--- config.mk ---
export PLATFORM = sky130hd
export DESIGN_NAME = dust_low_complexity_score
export DESIGN_NICKNAME = d
export VERILOG_FILES = /design/src/rtl/dlcs_pkg.sv /design/src/rtl/dlcs_divider.sv /design/src/rtl/dlcs_datapath.sv /design/src/rtl/dlcs_ctrl.sv /design/src/rtl/dust_low_complexity_score.sv
export SDC_FILE = /design/constraint.sdc
export NUM_CORES = 2
export LEC_CHECK = 0
export ABC_AREA = 1
export BUFFER_PORTS_ARGS = -buffer_cell sky130_fd_sc_hd__buf_2
export CAP_MARGIN = 15
export CELL_PAD_IN_SITES_DETAIL_PLACEMENT = 0
export CELL_PAD_IN_SITES_GLOBAL_PLACEMENT = 1
export CORE_MARGIN = 4
export CORE_UTILIZATION = 45
export CTS_CLUSTER_DIAMETER = 50
export CTS_CLUSTER_SIZE = 25
export DETAILED_ROUTE_END_ITERATION = 8
export GPL_TIMING_DRIVEN = 0
export MAX_ROUTING_LAYER = met4
export PLACE_DENSITY_LB_ADDON = 0.1
export SLEW_MARGIN = 5
export SYNTH_ARGS = -nofsm -noshare
export SYNTH_HDL_FRONTEND = slang
export SYNTH_SLANG_ARGS = --single-unit
--- constraint.sdc ---
create_clock -name clock -period 6.4 [get_ports clock]
set_clock_uncertainty 0.2 [all_clocks]
set_input_delay 0.64 -clock clock [delete_from_list [all_inputs] [get_ports clock]]
set_output_delay 0.64 -clock clock [all_outputs]
set_load 0.1 [all_outputs]
--- src/rtl/dlcs_pkg.sv ---
// dlcs_pkg: shared types, constants and the base decoder of the low-complexity score block.
// Used by dlcs_datapath, dlcs_ctrl and dust_low_complexity_score; no dependencies.
package dlcs_pkg;

   // Fixed field widths of the request, response and register port.
   localparam int BASE_W       = 8;
   localparam int SCORE_W      = 7;
   localparam int PAIR_COUNT_W = 11;
   localparam int WINDOW_CFG_W = 7;
   localparam int CSR_ADDR_W   = 3;
   localparam int CSR_DATA_W   = 32;

   // Three-base words are six bits, so the count table has 64 entries.
   localparam int WORD_W    = 6;
   localparam int NUM_WORDS = 64;

   // Window limits and the window loaded at reset.
   localparam int WINDOW_MIN   = 3;
   localparam int WINDOW_RESET = 64;

   // Score is 200 * S / D; doubling numerator and denominator gives round half up.
   localparam int SCORE_SCALE = 400;
   localparam int SCORE_MAX   = 100;

   // Register index of window_size (address bit two selects the register).
   localparam logic CSR_IDX_WINDOW_SIZE = 1'b0;

   typedef struct packed {
      logic [BASE_W-1:0] base;
      logic              has_base;
      logic              last;
   } req_type;

   typedef struct packed {
      logic [SCORE_W-1:0]      dust_score;
      logic [PAIR_COUNT_W-1:0] pair_count;
   } rsp_type;

   typedef enum logic [3:0] {
      ST_IDLE,
      ST_LEAVE_RD,
      ST_LEAVE_WR,
      ST_ENTER_RD,
      ST_ENTER_WR,
      ST_FIN_MUL,
      ST_FIN_NUM,
      ST_FIN_START,
      ST_FIN_WAIT,
      ST_FIN_OUT
   } state_type;

   // Commands from the controller to the datapath.
   typedef struct packed {
      logic accept;
      logic leave_rd;
      logic leave_wr;
      logic enter_rd;
      logic enter_wr;
      logic fin_mul;
      logic fin_num;
      logic div_start;
      logic rsp_load;
   } cmd_type;

   // Status from the datapath to the controller.
   typedef struct packed {
      logic in_word;
      logic in_slide;
      logic in_last;
      logic last;
      logic d_zero;
      logic div_done;
      logic rsp_free;
   } status_type;

   // Returns {hit, code}: A=0, C=1, G=2, T=3 in either case; anything else misses.
   function automatic logic [2:0] base_decode(input logic [BASE_W-1:0] c);
      logic [2:0] r;
      case (c)
         8'h41, 8'h61: r = 3'b100;
         8'h43, 8'h63: r = 3'b101;
         8'h47, 8'h67: r = 3'b110;
         8'h54, 8'h74: r = 3'b111;
         default:      r = 3'b000;
      endcase
      return r;
   endfunction

endpackage

--- src/rtl/dlcs_divider.sv ---
// dlcs_divider: restoring divider, one quotient bit per cycle.
// Depends on nothing outside this file; instantiated by dlcs_datapath.
module dlcs_divider #(
   parameter int NUM_W = 20,
   parameter int DEN_W = 15
) (
   input  logic             clock,
   input  logic             reset,
   input  logic             start,
   input  logic [NUM_W-1:0] dividend,
   input  logic [DEN_W-1:0] divisor,
   output logic             done,
   output logic [NUM_W-1:0] quotient
);

   localparam int CNT_W = $clog2(NUM_W + 1);

   logic [NUM_W-1:0] quo_ff, quo_in;
   logic [DEN_W-1:0] rem_ff, rem_in;
   logic [CNT_W-1:0] cnt_ff, cnt_in;
   logic             busy_ff, busy_in;
   logic             done_ff, done_in;
   logic [DEN_W:0]   rem_shift;
   logic [DEN_W:0]   rem_diff;
   logic             fits;

   // One trial subtraction of the shifted remainder.
   always_comb begin
      rem_shift = {rem_ff, quo_ff[NUM_W-1]};
      rem_diff  = rem_shift - {1'b0, divisor};
      fits      = !rem_diff[DEN_W];
   end

   // Next-state logic for the iteration.
   always_comb begin
      quo_in  = quo_ff;
      rem_in  = rem_ff;
      cnt_in  = cnt_ff;
      busy_in = busy_ff;
      done_in = 1'b0;
      if (start) begin
         quo_in  = dividend;
         rem_in  = '0;
         cnt_in  = CNT_W'(NUM_W);
         busy_in = 1'b1;
      end else if (busy_ff) begin
         quo_in = {quo_ff[NUM_W-2:0], fits};
         rem_in = fits ? rem_diff[DEN_W-1:0] : rem_shift[DEN_W-1:0];
         cnt_in = cnt_ff - 1'b1;
         if (cnt_ff == CNT_W'(1)) begin
            busy_in = 1'b0;
            done_in = 1'b1;
         end
      end
   end

   // Control registers.
   always_ff @(posedge clock) begin
      if (reset) begin
         busy_ff <= 1'b0;
         done_ff <= 1'b0;
         cnt_ff  <= '0;
      end else begin
         busy_ff <= busy_in;
         done_ff <= done_in;
         cnt_ff  <= cnt_in;
      end
   end

   // Dividend, quotient and remainder.
   always_ff @(posedge clock) begin
      quo_ff <= quo_in;
      rem_ff <= rem_in;
   end

   assign done     = done_ff;
   assign quotient = quo_ff;

endmodule

--- src/rtl/dlcs_datapath.sv ---
// dlcs_datapath: word counts, window ring, pair scores, final scaling and the result register.
// Depends on dlcs_pkg and dlcs_divider; driven by commands from dlcs_ctrl.
module dlcs_datapath #(
   parameter int MAX_WINDOW = 64
) (
   input  logic                                 clock,
   input  logic                                 reset,
   input  dlcs_pkg::cmd_type                    cmd,
   output dlcs_pkg::status_type                 status,
   input  dlcs_pkg::req_type                    req_data,
   input  logic [dlcs_pkg::WINDOW_CFG_W-1:0]    window_size,
   output logic                                 rsp_valid,
   input  logic                                 rsp_stall,
   output dlcs_pkg::rsp_type                    rsp_data
);

   localparam int WIN_W     = $clog2(MAX_WINDOW + 1);
   localparam int RING_AW   = $clog2(MAX_WINDOW);
   localparam int WIDX_W    = $clog2(MAX_WINDOW + 4);
   localparam int MAX_PAIRS = MAX_WINDOW * (MAX_WINDOW - 1) / 2;
   localparam int PAIR_W    = $clog2(MAX_PAIRS + 1);
   localparam int CNT_W     = WIN_W;
   localparam int D_W       = 2 * WIN_W;
   localparam int NUM_W     = PAIR_W + 9;
   localparam int DEN_W     = D_W + 1;
   localparam int WORD_W    = dlcs_pkg::WORD_W;
   localparam int WORDS     = dlcs_pkg::NUM_WORDS;
   localparam int CFG_W     = dlcs_pkg::WINDOW_CFG_W;
   localparam int SW        = dlcs_pkg::SCORE_W;
   localparam int PCW       = dlcs_pkg::PAIR_COUNT_W;

   // Clamp a window_size value to the supported range.
   function automatic logic [WIN_W-1:0] clamp_window(input logic [CFG_W-1:0] ws);
      logic [WIN_W-1:0] r;
      if (int'(ws) < dlcs_pkg::WINDOW_MIN) begin
         r = WIN_W'(dlcs_pkg::WINDOW_MIN);
      end else if (int'(ws) > MAX_WINDOW) begin
         r = WIN_W'(MAX_WINDOW);
      end else begin
         r = WIN_W'(ws);
      end
      return r;
   endfunction

   // Sequence state.
   logic [WIN_W-1:0]   win_ff, win_in;
   logic [WORD_W-1:0]  cur_ff, cur_in;
   logic [WIDX_W-1:0]  widx_ff, widx_in;
   logic [RING_AW-1:0] ring_pos_ff, ring_pos_in;
   logic [PAIR_W-1:0]  run_ff, run_in;
   logic [PAIR_W-1:0]  peak_ff, peak_in;
   logic               slide_ff, slide_in;
   logic               last_ff, last_in;
   logic [RING_AW-1:0] k_ff, k_in;

   // Final scaling.
   logic [PAIR_W-1:0]  s_ff, s_in;
   logic [D_W-1:0]     d_ff, d_in;
   logic [NUM_W-1:0]   num_ff, num_in;

   // Result register.
   logic               rsp_valid_ff, rsp_valid_in;
   dlcs_pkg::rsp_type  rsp_data_ff, rsp_data_in;

   // Count table and window ring.
   logic [CNT_W-1:0]   cnt_mem [WORDS];
   logic [WORD_W-1:0]  ring_mem [MAX_WINDOW];
   logic [WORDS-1:0]   cnt_vld_ff, cnt_vld_in;
   logic [CNT_W-1:0]   cnt_q_ff;
   logic [WORD_W-1:0]  cnt_addr_ff;
   logic [WORD_W-1:0]  ring_q_ff;

   logic [2:0]         bcode;
   logic               hit;
   logic [WORD_W-1:0]  cur_next;
   logic [WIDX_W-1:0]  win_lim;
   logic [WIDX_W-1:0]  widx_next;
   logic [RING_AW-1:0] ring_k;
   logic [WIN_W-1:0]   k_plus;
   logic [WORD_W-1:0]  cnt_rd_addr;
   logic [CNT_W-1:0]   cnt_eff;
   logic               cnt_we;
   logic [CNT_W-1:0]   cnt_wdata;
   logic [PAIR_W-1:0]  run_add;
   logic               seq_slide;
   logic               n_pos;
   logic [WIN_W-1:0]   n_val;
   logic [WIN_W-1:0]   mul_a;
   logic [WIN_W-1:0]   mul_b;
   logic               div_done;
   logic [NUM_W-1:0]   quotient;
   logic [SW-1:0]      score_sat;

   // Decode of the incoming character and the word position it leads to.
   always_comb begin
      bcode     = dlcs_pkg::base_decode(req_data.base);
      hit       = req_data.has_base && bcode[2];
      cur_next  = {cur_ff[WORD_W-3:0], bcode[1:0]};
      win_lim   = WIDX_W'(win_ff) + WIDX_W'(3);
      widx_next = (widx_ff >= win_lim) ? widx_ff : widx_ff + 1'b1;
      ring_k    = (WIN_W'(ring_pos_ff) >= win_ff) ? '0 : ring_pos_ff;
      k_plus    = WIN_W'(k_ff) + 1'b1;
   end

   // Count table read port and the value a missing entry stands for.
   always_comb begin
      cnt_rd_addr = cmd.leave_rd ? ring_q_ff : cur_ff;
      cnt_eff     = cnt_vld_ff[cnt_addr_ff] ? cnt_q_ff : '0;
      cnt_we      = (cmd.leave_wr && (cnt_eff != '0)) || cmd.enter_wr;
      cnt_wdata   = cmd.leave_wr ? cnt_eff - 1'b1 : cnt_eff + 1'b1;
      run_add     = run_ff + PAIR_W'(cnt_eff);
   end

   // Operands of the denominator product.
   always_comb begin
      seq_slide = widx_ff >= win_lim;
      n_pos     = widx_ff > WIDX_W'(3);
      n_val     = WIN_W'(widx_ff - WIDX_W'(3));
      mul_a     = seq_slide ? win_ff : n_val;
      mul_b     = seq_slide ? win_ff - 1'b1 : n_val + 1'b1;
      score_sat = (quotient > NUM_W'(dlcs_pkg::SCORE_MAX)) ?
                  SW'(dlcs_pkg::SCORE_MAX) : SW'(quotient);
   end

   // Next values of all registers.
   always_comb begin
      win_in       = win_ff;
      cur_in       = cur_ff;
      widx_in      = widx_ff;
      ring_pos_in  = ring_pos_ff;
      run_in       = run_ff;
      peak_in      = peak_ff;
      slide_in     = slide_ff;
      last_in      = last_ff;
      k_in         = k_ff;
      s_in         = s_ff;
      d_in         = d_ff;
      num_in       = num_ff;
      rsp_valid_in = rsp_valid_ff;
      rsp_data_in  = rsp_data_ff;
      cnt_vld_in   = cnt_vld_ff;

      if (rsp_valid_ff && !rsp_stall) begin
         rsp_valid_in = 1'b0;
      end

      // Take a new character.
      if (cmd.accept) begin
         last_in = req_data.last;
         if (hit) begin
            cur_in   = cur_next;
            widx_in  = widx_next;
            slide_in = widx_next >= win_lim;
            k_in     = ring_k;
         end
      end

      // The oldest word leaves: its pairs with the remaining copies go.
      if (cmd.leave_wr && (cnt_eff != '0)) begin
         run_in = run_ff - PAIR_W'(cnt_wdata);
      end

      // The new word enters: it pairs with every copy already present.
      if (cmd.enter_wr) begin
         run_in = run_add;
         if (slide_ff && (run_add > peak_ff)) begin
            peak_in = run_add;
         end
         ring_pos_in = (k_plus >= win_ff) ? '0 : RING_AW'(k_plus);
      end

      if (cnt_we) begin
         cnt_vld_in[cnt_addr_ff] = 1'b1;
      end

      // Select the pair count and form the denominator.
      if (cmd.fin_mul) begin
         s_in = seq_slide ? peak_ff : run_ff;
         d_in = (seq_slide || n_pos) ? D_W'(mul_a) * D_W'(mul_b) : '0;
      end

      if (cmd.fin_num) begin
         num_in = NUM_W'(s_ff) * NUM_W'(dlcs_pkg::SCORE_SCALE) + NUM_W'(d_ff);
      end

      // Publish the result and start a fresh sequence.
      if (cmd.rsp_load) begin
         rsp_valid_in            = 1'b1;
         rsp_data_in.dust_score  = (d_ff == '0) ? '0 : score_sat;
         rsp_data_in.pair_count  = PCW'(s_ff);
         cur_in                  = '0;
         widx_in                 = '0;
         ring_pos_in             = '0;
         run_in                  = '0;
         peak_in                 = '0;
         win_in                  = clamp_window(window_size);
         cnt_vld_in              = '0;
      end
   end

   // Control registers.
   always_ff @(posedge clock) begin
      if (reset) begin
         win_ff       <= clamp_window(CFG_W'(dlcs_pkg::WINDOW_RESET));
         cur_ff       <= '0;
         widx_ff      <= '0;
         ring_pos_ff  <= '0;
         run_ff       <= '0;
         peak_ff      <= '0;
         slide_ff     <= 1'b0;
         last_ff      <= 1'b0;
         rsp_valid_ff <= 1'b0;
         cnt_vld_ff   <= '0;
      end else begin
         win_ff       <= win_in;
         cur_ff       <= cur_in;
         widx_ff      <= widx_in;
         ring_pos_ff  <= ring_pos_in;
         run_ff       <= run_in;
         peak_ff      <= peak_in;
         slide_ff     <= slide_in;
         last_ff      <= last_in;
         rsp_valid_ff <= rsp_valid_in;
         cnt_vld_ff   <= cnt_vld_in;
      end
   end

   // Payload registers.
   always_ff @(posedge clock) begin
      k_ff        <= k_in;
      s_ff        <= s_in;
      d_ff        <= d_in;
      num_ff      <= num_in;
      rsp_data_ff <= rsp_data_in;
   end

   // Count table: one registered read, one write.
   always_ff @(posedge clock) begin
      if (cmd.leave_rd || cmd.enter_rd) begin
         cnt_q_ff    <= cnt_mem[cnt_rd_addr];
         cnt_addr_ff <= cnt_rd_addr;
      end
      if (cnt_we) begin
         cnt_mem[cnt_addr_ff] <= cnt_wdata;
      end
   end

   // Window ring: the oldest word is read when a character is taken.
   always_ff @(posedge clock) begin
      if (cmd.accept) begin
         ring_q_ff <= ring_mem[ring_k];
      end
      if (cmd.enter_wr) begin
         ring_mem[k_ff] <= cur_ff;
      end
   end

   dlcs_divider #(
      .NUM_W (NUM_W),
      .DEN_W (DEN_W)
   ) u_divider (
      .clock    (clock),
      .reset    (reset),
      .start    (cmd.div_start),
      .dividend (num_ff),
      .divisor  ({d_ff, 1'b0}),
      .done     (div_done),
      .quotient (quotient)
   );

   // Status toward the controller.
   always_comb begin
      status.in_word  = hit && (widx_next >= WIDX_W'(3));
      status.in_slide = widx_next >= win_lim;
      status.in_last  = req_data.last;
      status.last     = last_ff;
      status.d_zero   = d_ff == '0;
      status.div_done = div_done;
      status.rsp_free = !rsp_valid_ff || !rsp_stall;
   end

   assign rsp_valid = rsp_valid_ff;
   assign rsp_data  = rsp_data_ff;

`ifndef ASSERT_OFF
   a_widx_bound: assert property (@(posedge clock) disable iff (reset)
      widx_ff <= win_lim)
      else $error("word index ran past the window");

   a_ring_pos: assert property (@(posedge clock) disable iff (reset)
      WIN_W'(ring_pos_ff) < win_ff)
      else $error("ring position outside the active window");

   a_leave_count: assert property (@(posedge clock) disable iff (reset)
      cmd.leave_wr |-> (cnt_eff != '0))
      else $error("leaving word has no count");

   a_seq_clear: assert property (@(posedge clock) disable iff (reset)
      cmd.rsp_load |=> ((widx_ff == '0) && (run_ff == '0) && (peak_ff == '0)))
      else $error("sequence state not cleared after a result");
`endif

endmodule

--- src/rtl/dlcs_ctrl.sv ---
// dlcs_ctrl: state machine that sequences count updates and the final scaling.
// Depends on dlcs_pkg; drives dlcs_datapath through cmd_type and reads status_type.
module dlcs_ctrl (
   input  logic                 clock,
   input  logic                 reset,
   input  logic                 req_valid,
   output logic                 req_stall,
   output dlcs_pkg::cmd_type    cmd,
   input  dlcs_pkg::status_type status
);

   dlcs_pkg::state_type state_ff, state_in;

   // Next state.
   always_comb begin
      state_in = state_ff;
      case (state_ff)
         dlcs_pkg::ST_IDLE: begin
            if (req_valid) begin
               if (status.in_word) begin
                  state_in = status.in_slide ? dlcs_pkg::ST_LEAVE_RD : dlcs_pkg::ST_ENTER_RD;
               end else if (status.in_last) begin
                  state_in = dlcs_pkg::ST_FIN_MUL;
               end
            end
         end
         dlcs_pkg::ST_LEAVE_RD: state_in = dlcs_pkg::ST_LEAVE_WR;
         dlcs_pkg::ST_LEAVE_WR: state_in = dlcs_pkg::ST_ENTER_RD;
         dlcs_pkg::ST_ENTER_RD: state_in = dlcs_pkg::ST_ENTER_WR;
         dlcs_pkg::ST_ENTER_WR: begin
            state_in = status.last ? dlcs_pkg::ST_FIN_MUL : dlcs_pkg::ST_IDLE;
         end
         dlcs_pkg::ST_FIN_MUL: state_in = dlcs_pkg::ST_FIN_NUM;
         dlcs_pkg::ST_FIN_NUM: begin
            state_in = status.d_zero ? dlcs_pkg::ST_FIN_OUT : dlcs_pkg::ST_FIN_START;
         end
         dlcs_pkg::ST_FIN_START: state_in = dlcs_pkg::ST_FIN_WAIT;
         dlcs_pkg::ST_FIN_WAIT: begin
            if (status.div_done) begin
               state_in = dlcs_pkg::ST_FIN_OUT;
            end
         end
         dlcs_pkg::ST_FIN_OUT: begin
            if (status.rsp_free) begin
               state_in = dlcs_pkg::ST_IDLE;
            end
         end
         default: state_in = dlcs_pkg::ST_IDLE;
      endcase
   end

   // Command outputs.
   always_comb begin
      cmd       = '0;
      req_stall = 1'b1;
      case (state_ff)
         dlcs_pkg::ST_IDLE: begin
            req_stall  = 1'b0;
            cmd.accept = req_valid;
         end
         dlcs_pkg::ST_LEAVE_RD:  cmd.leave_rd  = 1'b1;
         dlcs_pkg::ST_LEAVE_WR:  cmd.leave_wr  = 1'b1;
         dlcs_pkg::ST_ENTER_RD:  cmd.enter_rd  = 1'b1;
         dlcs_pkg::ST_ENTER_WR:  cmd.enter_wr  = 1'b1;
         dlcs_pkg::ST_FIN_MUL:   cmd.fin_mul   = 1'b1;
         dlcs_pkg::ST_FIN_NUM:   cmd.fin_num   = 1'b1;
         dlcs_pkg::ST_FIN_START: cmd.div_start = 1'b1;
         dlcs_pkg::ST_FIN_WAIT:  cmd           = '0;
         dlcs_pkg::ST_FIN_OUT:   cmd.rsp_load  = status.rsp_free;
         default:                cmd           = '0;
      endcase
   end

   // State register.
   always_ff @(posedge clock) begin
      if (reset) begin
         state_ff <= dlcs_pkg::ST_IDLE;
      end else begin
         state_ff <= state_in;
      end
   end

endmodule

--- src/rtl/dust_low_complexity_score.sv ---
// dust_low_complexity_score: DUST-style triplet score; uses dlcs_pkg, dlcs_ctrl, dlcs_datapath.
// A skipped character is taken straight from idle; a base that completes a word goes through
// the enter read and write states, led by the leave read and write states once the window
// slides, for the count table's read-modify-write. The last item adds the scaling and division.
// Reset is synchronous: counts (by valid bits), scores and positions clear at once,
// window_size returns to 64, and no clearing pass is needed.
module dust_low_complexity_score #(
   parameter int MAX_WINDOW = 64
) (
   input  logic                                clock,
   input  logic                                reset,
   input  logic                                req_valid,
   output logic                                req_stall,
   input  dlcs_pkg::req_type                   req_data,
   output logic                                rsp_valid,
   input  logic                                rsp_stall,
   output dlcs_pkg::rsp_type                   rsp_data,
   input  logic                                csr_psel,
   input  logic                                csr_penable,
   input  logic                                csr_pwrite,
   input  logic [dlcs_pkg::CSR_ADDR_W-1:0]     csr_paddr,
   input  logic [dlcs_pkg::CSR_DATA_W-1:0]     csr_pwdata,
   output logic [dlcs_pkg::CSR_DATA_W-1:0]     csr_prdata,
   output logic                                csr_pready
);

   localparam int CFG_W = dlcs_pkg::WINDOW_CFG_W;
   localparam int DW    = dlcs_pkg::CSR_DATA_W;
   localparam int AW    = dlcs_pkg::CSR_ADDR_W;

   logic [CFG_W-1:0]     window_size_ff, window_size_in;
   logic                 csr_write;
   dlcs_pkg::cmd_type    cmd;
   dlcs_pkg::status_type status;

   // Register port: the write lands in the access phase of a transfer.
   always_comb begin
      csr_pready     = 1'b1;
      csr_write      = csr_psel && csr_penable && csr_pwrite && csr_pready;
      window_size_in = window_size_ff;
      if (csr_write && (csr_paddr[AW-1] == dlcs_pkg::CSR_IDX_WINDOW_SIZE)) begin
         window_size_in = csr_pwdata[CFG_W-1:0];
      end
      csr_prdata = (csr_paddr[AW-1] == dlcs_pkg::CSR_IDX_WINDOW_SIZE) ?
                   DW'(window_size_ff) : '0;
   end

   always_ff @(posedge clock) begin
      if (reset) begin
         window_size_ff <= CFG_W'(dlcs_pkg::WINDOW_RESET);
      end else begin
         window_size_ff <= window_size_in;
      end
   end

   dlcs_ctrl u_ctrl (
      .clock     (clock),
      .reset     (reset),
      .req_valid (req_valid),
      .req_stall (req_stall),
      .cmd       (cmd),
      .status    (status)
   );

   dlcs_datapath #(
      .MAX_WINDOW (MAX_WINDOW)
   ) u_datapath (
      .clock       (clock),
      .reset       (reset),
      .cmd         (cmd),
      .status      (status),
      .req_data    (req_data),
      .window_size (window_size_ff),
      .rsp_valid   (rsp_valid),
      .rsp_stall   (rsp_stall),
      .rsp_data    (rsp_data)
   );

endmodule

[Word-level counts from Yosys, hierarchy flattened]
Memories as Yosys holds them, arrays and structs flattened. A register that Yosys moved wholly into a read port is not among the register bits.
Index checks and enable logic that the tools add are counted.
Storage, ports and cells
  register bits: 243
  bits in writable memories: 832
  bits of input ports: 52
  output and inout bits: 53
  logic and storage cells: 167
  memories kept: 2
Memories
  u_datapath.cnt_mem: words 64, bits a word 7, rd ports 1, clocked after Yosys merged registers in 1, write ports 1, line dlcs_datapath.sv:66  | logic [CNT_W-1:0] cnt_mem [WORDS];
  u_datapath.ring_mem: words 64, bits a word 6, rd ports 1, clocked after Yosys merged registers in 1, write ports 1, line dlcs_datapath.sv:67  | logic [WORD_W-1:0] ring_mem [MAX_WINDOW];
Cells by class
  add/subtract/negate cells: 13
  $mul: 2
  order comparisons: 12
  equality and inequality tests: 22
  muxes and demuxes: 54
  bitwise operators: 3
  reductions and logical operators: 33
Operator list (number)
  $eq 8x7->1 const B: 8
  $or 64x64->64: 1
  $mux 7: 9
  $mux 20: 2
  $pmux 4 s10: 1
  $mux 11: 3
  $mux 4: 6
  $mux 1: 22
  $add 7x1->7 const B: 3
  $ge 7x7->1: 3
  $add 20x14->20: 1
  $gt 20x7->1 const B: 1
  $mux 6: 3
  $eq 4x3->1 const B: 4
  $mul 11x5->16 const B: 1
  $sub 16x15->16: 1
  $mux 15: 1
  $logic_not 14->1: 1
  $mul 7x7->14: 1
  $reduce_or 2->1: 7
  $sub 7x1->7 const B: 2
  $pmux 3 s4: 1
  $add 11x7->11: 1
  $gt 11x11->1: 1
  34 further kinds: 55

[Longest topological paths before layout]
  depth in word-level cells: 8
  gate-level depth with buffers: 38
  mapped depth without buffers: 36

[Hierarchy]
Synthesis repeated with hierarchy kept, for this count alone.
Unflattened totals
  cell total of the unflattened synthesis: 5178
  area total of the unflattened synthesis: 51722.1 µm²
Modules (own cells, without submodules)
  dlcs_datapath: times used 1, cells each 4570, area each 47794.6 µm², seq. area each 29928.7 µm²
  dlcs_divider: times used 1, cells each 449, area each 2964.1 µm², seq. area each 1041.0 µm²
  dust_low_complexity_score: times used 1, cells each 91, area each 605.6 µm², seq. area each 140.1 µm²
  dlcs_ctrl: times used 1, cells each 68, area each 357.8 µm², seq. area each 80.1 µm²

[Least setup slack after synthesis]
OpenSTA, ideal clock, no wires.
  path type: reg-to-reg
  start point: reg u_datapath.win_ff[0]
  end point: reg u_datapath.d_ff[12], data pin
  setup time: 0.259 ns
  data arrival time: 6.308 ns
  required time: 5.941 ns
  setup slack: -0.366 ns
  cell stages (with the launch flop): 36
  buffers on the path: 2
  period minus slack after synthesis: 6.766 ns
  cell sequence: dfxtp_1 > inv_1 > ha_1 > inv_1 > nand3_1 > nor3_1 > xor2_1 > ha_1 > nand2_1 > inv_1 > nor2_1 > o21a_1 > nand2_1 > inv_2 > buf_2 > clkbuf_1 > o21ai_1 > or2_2 > fa_1 > fa_1 > inv_1 > fa_1 > inv_1 > fa_1 > inv_1 > ha_1 > nand2_1 > o21ai_0 > nand2_1 > nand2_1 > a21oi_1 > nor2_1 > o21ai_0 > nand2_1 > o21ai_0 > a21oi_1
On the way
  longest elaborated chain between the ends: 4
  elaborated cells on any way between the ends: 7
  those cells by class: add/sub: 2; mul: 1; order compare: 1; mux: 2; reduce/logical: 1
RTL lines
  start: declaration: line dlcs_datapath.sv:46  | logic [WIN_W-1:0] win_ff, win_in;
  start signal: assignment: line dlcs_datapath.sv:204  | win_ff <= clamp_window(CFG_W'(dlcs_pkg::WINDOW_RESET));
  start signal: assignment: line dlcs_datapath.sv:215  | win_ff <= win_in;
  $add 7x2->7: line dlcs_datapath.sv:99  | win_lim = WIDX_W'(win_ff) + WIDX_W'(3);
  $ge 7x7->1: line dlcs_datapath.sv:116  | seq_slide = widx_ff >= win_lim;
  $mux 7, on equally long branches: line dlcs_datapath.sv:119, dlcs_datapath.sv:120
  $mul 7x7->14: line dlcs_datapath.sv:179  | d_in = (seq_slide || n_pos) ? D_W'(mul_a) * D_W'(mul_b) : '0;
  end signal: assignment: line dlcs_datapath.sv:232  | d_ff <= d_in;
  end: declaration: line dlcs_datapath.sv:58  | logic [D_W-1:0] d_ff, d_in;
Parallel ways exist; a longest one is shown, timed or not.
A chain may end at the register's enable or synchronous reset.

[Final worst setup path]
  start point: reg u_datapath.win_ff[0]
  end point: reg u_datapath.d_ff[13], data pin
Same word-level chain as after synthesis.

==> summary.txt <==
Cells and area
  • Multi-input logic area: 17000 sq um
  • Fin area: 58800 sq um
  • Layout cells sized above 1: 0.0969
  • Post-layout util: 0.524
  • Nets: 5495
  • Register area: 31200 sq um
  • Fill count: 10.2k
  • Area Overhead vs Synth: 15.7%

STA
  • Slew HR: 0.134
  • Unrepaired setup endpoints after global routing: true
  • Final worst path period need: 6.28 ns
  • Final hold vios: 0
  • Max-slew violation count: 0
  • Hold WS: 0.115 ns
  • Least-Margin Pin Slew: 1.29 ns
  • Setup violators final: 0
  • Achievable Freq: 159 MHz
  • Fin crit share: 0.981
  • Final WS setup: 0.120 ns

Critical path
  • R2R Setup Slk: 0.12 ns
  • Max incr delay on CP: 0.52 ns
  • WP buf/inv: 8
  • Critical path launch point type: flop
  • CP delay by family, top: adder cells
  • FF-to-FF Start: u_datapath.win_ff[0]
  • CP max stage cell: fa_1
  • Critical path depth in cells: 33
  • Critical Path End Type: flop
  • Required @ worst endpoint: 6.77 ns
  • Critical path class: reg -> reg
  • Largest fanout on the critical path: 8
  • Reg-to-Reg End: u_datapath.d_ff[13]
  • R2r worst-path depth: 33
  • Critical Path AT: 6.65 ns

Power
  • Power per cell area: 397 nW/um^2
  • Peak supply drop: 0.000283 V
  • Static Leak: 22.1 nW

Hold path
  • Hold Path End: window_size_ff[6]
  • Min-delay src: csr_psel
  • Hold Crit Class: in -> reg
  • Worst hold path depth: 3

Synthesis
  • Post-synth EDFFs: 940
  • Yosys reg bits: 1088
  • Ys Warns: 0
  • Adder-Cell Fraction of Synth Area: 0.0524
  • Syn Std Cell Area: 50900 sq um
  • Largest family of logic cells by synthesized area: simple AND/OR/NAND/NOR gates
  • Main flop type after synthesis: edfxtp_1
  • Count of cell types in the netlist: 50
  • Xor/xnor share of the synthesized area: 0.0129
  • Asr flop ratio synth: 0
  • Register area share after synthesis: 0.613
  • Mux cell area share after synthesis: 0.000197
  • Simple-gate share of the synthesized area: 0.149
  • Compound-Gate Fraction of Synth Area: 0.110
  • Mapped Avg Cell Area: 10.2 sq um
  • Gate Count Post-Synth: 4972

Status
  • Run status: finished clean

Clocking
  • Root Buffer: clkbuf_16
  • CTS Buffer Depth: 3
  • TritonCTS clock tree: yes
  • Worst skew pair latency: 0.76 ns
  • Clock sink count: 1088
  • Reg clk slew, reported paths: 0.06 ns
  • H-tree Lvls: 4
  • Clock buffer count from CTS: 131

Floorplan
  • Num ports: 105
  • Die Span Y: 344 um
  • Core Footprint: 112000 sq um
  • Initial cell density of the core: 0.453
  • Width of the die: 344 um
  • Rows: 123
  • Die ar.: 118000 sq um

Place
  • I/O Buffers: 49
  • GP Congestion: 0.928
  • Placed cell area: 53500 sq um
  • Dpl ws: -1.11 ns
  • DP HPWL: 111000 um

Routing
  • Vias: 37.6k
  • Initial drt markers: 3793
  • Detail Route Antenna Nets: 0
  • Pre-antenna DRT Iters: 6
  • DRC Markers: 0
  • DRT Wirelength: 159000 um
  • Drt wl/cell: 23.2 um
  • Via/cell ratio: 5.48

GRT
  • GR Util All Layers: 0.276
  • Initial antenna violation count: 0
  • First-pass GRT wire length: 234000 um
  • Pin count of the biggest net entering global routing: 67
  • Vias in the first global route: 36.2k
  • Total gr overflow: 0

Run
  • Maxcap violations: 0
## final cells by class
class,count,area share
diodes,1,0.0000425
clock inverters,92,0.0183
repair buffers,120,0.0166
clock buffers,148,0.0588
well taps,1500,0.0319
plain buffers,262,0.0210
flip-flops and latches,1088,0.531
multi-input cells,3127,0.289
inverters,521,0.0334
## synth_stat cells (8+ instances only)
cell type	number	area [sq um]
buf_6	8	90.1
o21ai_1	17	85.1
fa_1	35	701
edfxtp_1	940	28200
nand2_1	884	3320
inv_1	510	1910
nand3_1	295	1480
buf_2	41	205
nor3_1	36	180
buf_4	28	210
nand4_1	21	131
o21ai_0	406	2030
a21oi_1	192	961
dfxtp_1	148	2960
nor4_1	9	56.3
o211ai_1	188	1410
a31oi_1	9	56.3
clkbuf_1	163	612
o221ai_1	18	158
xnor2_1	16	140
xor2_1	59	517
or2_2	9	56.3
o22ai_1	54	338
nor2_1	612	2300
ha_1	157	1960
o21bai_1	40	300
buf_1	22	82.6
## what timing repair did
item,CTS,global route
hold buffers,10,0
gates resized for setup,62,50
setup buffers,30,17
endpoints found under the hold margin,11,0
pin swaps,22,37
cloned,0,1
setup endpoints to repair,9,18
## report_power, final
part | total [mW] | internal [mW] | switching [mW]
Combinational | 7.29 | 2.09 | 5.20
Sequential | 8.33 | 8.16 | 0.161
Clock | 7.74 | 4.56 | 3.18
## metal layers
layer	part of all wire	wire length (um)	GRT usage
met5	0	0	-
met3	0.074	11700	0.0420
met1	0.44	69600	0.375
met2	0.46	73100	0.431
met4	0.031	4980	0.0847
## kinds of logic after synthesis
| group | Yosys count |
|---|---|
| multiplexers | 1 |
| XOR/XNOR | 75 |
| flip-flops | 1088 |
| adder cells (fa/ha/maj) | 192 |
| AND/OR/NAND/NOR | 1878 |
| AO/OA/AOI/OAI | 953 |
| other | 2 |
| buffers and inverters | 783 |
## metrics by stage
stage | power [mW] | setup TNS (ns) | cells
6_report | 23.4 | 0 | 6859
5_1_grt | 24.4 | -0.432 | 6858
4_1_cts | 23.2 | 0 | 6842
3_5_place_dp | 15.4 | -6.07 | 6562
3_3_place_gp | 15.3 | -571.63 | 6546
2_1_floorplan | 12.7 | -0.0281 | 4997
## worst max path at each step
| stage | startpoint | end | slack (ns) |
|---|---|---|---|
| finish | u_datapath.win_ff[0] | u_datapath.d_ff[13] | 0.12 |
| global route | u_datapath.win_ff[0] | u_datapath.d_ff[13] | -0.18 |
| CTS | u_datapath.win_ff[0] | u_datapath.d_ff[12] | 0.007 |
| detailed placement | u_datapath.win_ff[0] | u_datapath.d_ff[13] | -1.11 |
| global placement | u_datapath.cnt_addr_ff[1] | u_datapath.run_ff[7] | -4.54 |
| floorplan | u_datapath.win_ff[0] | u_datapath.d_ff[12] | -0.03 |
## registers in the layout, summed over array words and instances (netlist names), 11 cells and up
signal	flops
u_datapath.cnt_mem	448
u_datapath.cnt_vld_ff	64
u_datapath.d_ff	14
u_datapath.num_ff	20
u_datapath.peak_ff	11
u_datapath.ring_mem	384
u_datapath.rsp_data	18
u_datapath.run_ff	11
u_datapath.s_ff	11
u_datapath.u_divider.quotient	20
u_datapath.u_divider.rem_ff	15
## cell usage in the layout (no fill, tap or decap), types with 89 or more instances in the layout
master	count
edfxtp_1	940
inv_1	490
ha_1	149
nand2_1	876
clkbuf_1	170
o211ai_1	188
dfxtp_1	137
clkbuf_16	137
nand3_1	293
a21oi_1	182
buf_2	89
o21ai_0	391
nor2_1	605
## worst min-delay path: stages
cell	delay, ns
buf_2	0.07
and3_1	0.19
o211ai_1	0.09
No activity file was read; power rests on OpenSTA's default activity.
